<file path="config.mk">
export PLATFORM = sky130hd
export DESIGN_NAME = gaod_cell_map
export DESIGN_NICKNAME = d
export VERILOG_FILES = /design/src/sv/gaod_pkg.sv /design/src/sv/gaod_cell_map.sv
export SDC_FILE = /design/constraint.sdc
export NUM_CORES = 1
export LEC_CHECK = 0
export ABC_AREA = 1
export BUFFER_PORTS_ARGS = -buffer_cell sky130_fd_sc_hd__buf_4
export CELL_PAD_IN_SITES_DETAIL_PLACEMENT = 0
export CELL_PAD_IN_SITES_GLOBAL_PLACEMENT = 1
export CORE_MARGIN = 5
export CORE_UTILIZATION = 37
export DETAILED_ROUTE_END_ITERATION = 10
export PLACE_DENSITY_LB_ADDON = 0.1
export SLEW_MARGIN = 10
export SYNTH_ARGS = -nofsm -noshare
export SYNTH_HDL_FRONTEND = slang
export SYNTH_SLANG_ARGS = --single-unit
</file>
<file path="constraint.sdc">
create_clock -name vclk -period 4.65
set_clock_uncertainty 0.2 [all_clocks]
set_input_delay 0.465 -clock vclk [all_inputs]
set_output_delay 0.465 -clock vclk [all_outputs]
set_load 0.05 [all_outputs]
</file>
<file path="src/sv/gaod_pkg.sv">
// ----------------------------------------------------------------------------
// gaod_pkg: shared types and constants
// Transaction structs, request codes and sizes of the grid box store.
// ----------------------------------------------------------------------------
package gaod_pkg;

  localparam int MAX_ENTRIES  = 256;
  localparam int GRID_COLUMNS = 16;
  localparam int GRID_ROWS    = 16;
  localparam int CELL_COUNT   = GRID_COLUMNS * GRID_ROWS;
  localparam int ENTRY_W      = $clog2(MAX_ENTRIES);
  localparam int CELL_W       = $clog2(CELL_COUNT + 1);
  localparam int COL_W        = $clog2(GRID_COLUMNS);
  localparam int ROW_W        = $clog2(GRID_ROWS);

  localparam logic [1:0] REQ_LOAD_ENTRY = 2'd0;
  localparam logic [1:0] REQ_LOAD_CELL  = 2'd1;
  localparam logic [1:0] REQ_AREA       = 2'd2;
  localparam logic [1:0] REQ_SINGLE     = 2'd3;

  localparam logic [1:0] KIND_NONE      = 2'd0;
  localparam logic [1:0] KIND_BREAKABLE = 2'd2;

  localparam logic [1:0] CFG_MIN_X   = 2'd0;
  localparam logic [1:0] CFG_MIN_Y   = 2'd1;
  localparam logic [1:0] CFG_WSHIFT  = 2'd2;
  localparam logic [1:0] CFG_DSHIFT  = 2'd3;

  typedef struct packed {
    logic [1:0]         req_type;
    logic [7:0]         entry_index;
    logic [8:0]         cell_index;
    logic [8:0]         cell_start;
    logic [1:0]         obstacle_kind;
    logic signed [15:0] box_min_x;
    logic signed [15:0] box_min_y;
    logic signed [15:0] box_max_x;
    logic signed [15:0] box_max_y;
    logic [15:0]        hit_points;
    logic [63:0]        tick;
  } in_item_t;

  typedef struct packed {
    logic       accepted;
    logic [8:0] damaged_count;
  } out_item_t;

  // Cell rectangle handed from the cell mapper to the sequencer.
  typedef struct packed {
    logic [COL_W-1:0] c0;
    logic [COL_W-1:0] c1;
    logic [ROW_W-1:0] r0;
    logic [ROW_W-1:0] r1;
  } cell_rect_t;

  // Floor shift of a coordinate relative to the origin, clamped to the grid.
  function automatic logic [6:0] axis_bin(input logic signed [15:0] coord,
                                          input logic signed [15:0] origin,
                                          input logic [3:0] shift,
                                          input logic [6:0] last);
    logic [16:0] diff;
    logic [16:0] v;
    diff = 17'(coord) - 17'(origin);
    v = diff >> shift;
    if (coord <= origin) return 7'd0;
    if (v > 17'(last)) return last;
    return v[6:0];
  endfunction

endpackage

</file>
<file path="src/sv/gaod_cell_map.sv">
// ----------------------------------------------------------------------------
// gaod_cell_map: query box to cell rectangle
// Maps the query corners to clamped grid columns and rows.
// ----------------------------------------------------------------------------
module gaod_cell_map (
  input  logic signed [15:0]   room_min_x,
  input  logic signed [15:0]   room_min_y,
  input  logic [3:0]           wshift,
  input  logic [3:0]           dshift,
  input  gaod_pkg::in_item_t   item,
  output gaod_pkg::cell_rect_t rect
);
  import gaod_pkg::*;

  logic [6:0] c0, c1, r0, r1;

  always_comb begin
    c0 = axis_bin(item.box_min_x, room_min_x, wshift, 7'(GRID_COLUMNS - 1));
    c1 = axis_bin(item.box_max_x, room_min_x, wshift, 7'(GRID_COLUMNS - 1));
    r0 = axis_bin(item.box_min_y, room_min_y, dshift, 7'(GRID_ROWS - 1));
    r1 = axis_bin(item.box_max_y, room_min_y, dshift, 7'(GRID_ROWS - 1));
    rect.c0 = c0[COL_W-1:0];
    rect.c1 = c1[COL_W-1:0];
    rect.r0 = r0[ROW_W-1:0];
    rect.r1 = r1[ROW_W-1:0];
  end

endmodule

</file>
==> metrics.md <==
| Metric | Value |
|---|---|
| Total Die Area | `23950 um2` |
| Met3 Use GR | `0.9793%` |
| Critical-path cell list | `buf_4 > ha_1 > fa_1 > inv_1 > nand2_1 > nand2_1 > nand3_1 > nand2_1 > nand2_1 > nand3_1 > nand3_1 > nand3_1 > nand2_1 > o21ai_0 > nor2_1 > nand2_1 > nand2_2 > nand3_1 > nand2_1 > inv_1 > buf_4` |
| Req. time, crit path | `between 3000 and 4000 ps` |
| Core Util, Final | `a little over two fifths` |
| Sequential area share after synthesis | `0%` |
| Vias in the first global route | `a little over 9k` |
| CP max FO | `4` |
| Final setup fails | `0` |
| Worst VDD drop | `~0.05 mV` |
| Total power | `around 1.3 mW` |
| Commonest non-fill, non-tap cell in the layout | `nand2_1` |
| MaxCap Viol Count | `0` |
| Slew HR | `a little over a third` |
| Hold WS | `1322 ps` |
| P&R area growth vs syn | `13.20%` |
| Leakage power | `around 5.4 nW` |
| Syn Area/Cell | `4.771 um2` |
| WL/cell | `13.50 um` |
| Non-filler cells, final | `between 1.5k and 2k` |
| PD cells | `around 150 nW/um2` |
| Post-Syn Instances | `1625` |
| M2 GR Usage | `a little over two fifths` |
| Post-CTS Resized | `0` |
| Post-place setup slack | `843.5 ps` |
| IO buf count | `120` |
| NumNets Final | `about 2.0k` |
| Worst-margin pin slew | `around 970 ps` |
| IO Pins | `230` |
| Final count of hold timing violations | `0` |
| Placed inst area | `roughly 8800 um2` |
| Core Region | `20820 um2` |
| Vias/cell | `4.896` |
| Buffers & Inverters on Critical Path | `4` |
| Largest net degree at the start of global routing | `42` |
| Slowest-stage cell, CP | `fa_1` |
| Most frequent cells in the layout | `nand2_1, nand3_1, inv_1, buf_4, nor2_1` |
| Chip Height | `about 150 um` |
| Post-Place Cells | `1978` |
| GRT Overall Usage | `a little over a fifth` |
| Top Family by Delay on Critical Path | `simple AND/OR/NAND/NOR gates` |
| Outcome | `complete, no violations` |
| Die span in x | `about 150 um` |
| Crit path time final | `around 3800 ps` |
| Worst Setup End Kind | `primary output` |
| Row count | `between 50 and 60` |
| FMAX | `about 260 MHz` |
| Antenna diode count | `0` |
| Gr ovfl total | `0` |
| Distinct cells, synth | `44` |
| Multi-input logic area | `roughly 6400 um2` |
| Final Cell Area | `8776 um2` |
| Setup CP Type | `in2out` |
| First-pass iteration count of the detailed router | `5` |
| Max-slew violations | `0` |
| DP HPWL | `between 20000 and 25000 um` |
| Hold-fix buffers, CTS | `0` |
| Critical path's largest stage delay | `about 400 ps` |
| Initial Utilization | `around 37%` |
| Post-route ant nets | `0` |
| Ys Warns | `0` |
| Initial DRC Count | `between 400 and 500` |
| Crit start category | `primary input` |
| Via count | `~9.7k` |
| Final worst slack | `867.1 ps` |
| First-pass GRT wire length | `between 40000 and 50000 um` |
| Fillers | `between 2k and 3k` |
| Top Usage Layer GRT | `met2` |
| Syn Nets | `between 1.5k and 2k` |
| Crit path DAT | `3120 ps` |
| Min-Delay Path Class | `in2out` |
| RePlAce Congestion | `~0.9` |
| Mapped Area | `~7800 um2` |
| GR met1 Demand/Resource | `24.30%` |
| Most frequent CP cell | `nand2_1` |
| Crit share post-route | `between 80 and 90%` |
| RSZ-0062 raised after global routing | `no` |
| Initial antenna violation count | `0` |
| # Post-CTS Setup Buffers | `0` |
| FF+latch area | `0 um2` |
| Seq cells | `0` |
| Layout cells sized above 1 | `between 10% and 20%` |
| Final WL | `26700 um` |
| Clock buffer count | `0` |
| Setup TNS | `0 ps` |
| Drc violations | `0` |
[path summary, 6_finish.rpt]
| kind | startpoint | endpoint | cells after the start |
|---|---|---|---|
| worst max-delay path | room_min_x[0] | rect[15] | 21 |
| worst min-delay path | wshift[3] | rect[11] | 7 |
[routing by layer]
metal | wire length [um] | vias to the layer above | part of all wire (%)
li1 | - | 5291 | -
met1 | 10870 | 4180 | 41
met2 | 14010 | 174 | 52
met3 | 870 | 40 | 3.3
met4 | 942 | 0 | 3.5
met5 | 0 | - | 0
[layout make-up]
cell class                 instances  area share [%]
tap                              275           3.921
inverter                         301           12.87
timing repair buffer             122           10.44
multi-input combinational       1280           72.77
[cells by family after synthesis]
logic type	after synthesis	share of synthesized area (%)
AND/OR/NAND/NOR	1103	62.44
buffers and inverters	345	17.62
AO/OA/AOI/OAI	97	7.214
adder cells (fa/ha/maj)	68	11.36
XOR/XNOR	12	1.356
[worst min-delay path: cells and delay by family]
| kind | cells | cell delay (ps) |
|---|---|---|
| buf+inv | 3 | 340 |
| simple gates | 4 | 240 |
[synth_stat cells (9+ instances only)]
library cell / count / share of area (%)
o21ai_1: 9 / 0.58
nor2_2: 9 / 0.73
nand3_1: 323 / 21
o21ai_0: 26 / 1.7
inv_1: 294 / 14
nand2_2: 20 / 1.6
nand4_1: 21 / 1.7
ha_1: 64 / 10
a21oi_1: 35 / 2.3
and2_1: 18 / 1.5
buf_1: 9 / 0.44
nor2_1: 91 / 4.4
buf_2: 10 / 0.65
nand2_1: 592 / 29
clkbuf_1: 14 / 0.68
[power by group]
| part | internal, mW | switching (mW) |
|---|---|---|
| sequential | 0 | 0 |
| combinational | 0.461 | 0.878 |
| clock | 0 | 0 |
| total | 0.461 | 0.878 |
Note: power is estimated with default switching activity, not from simulation.
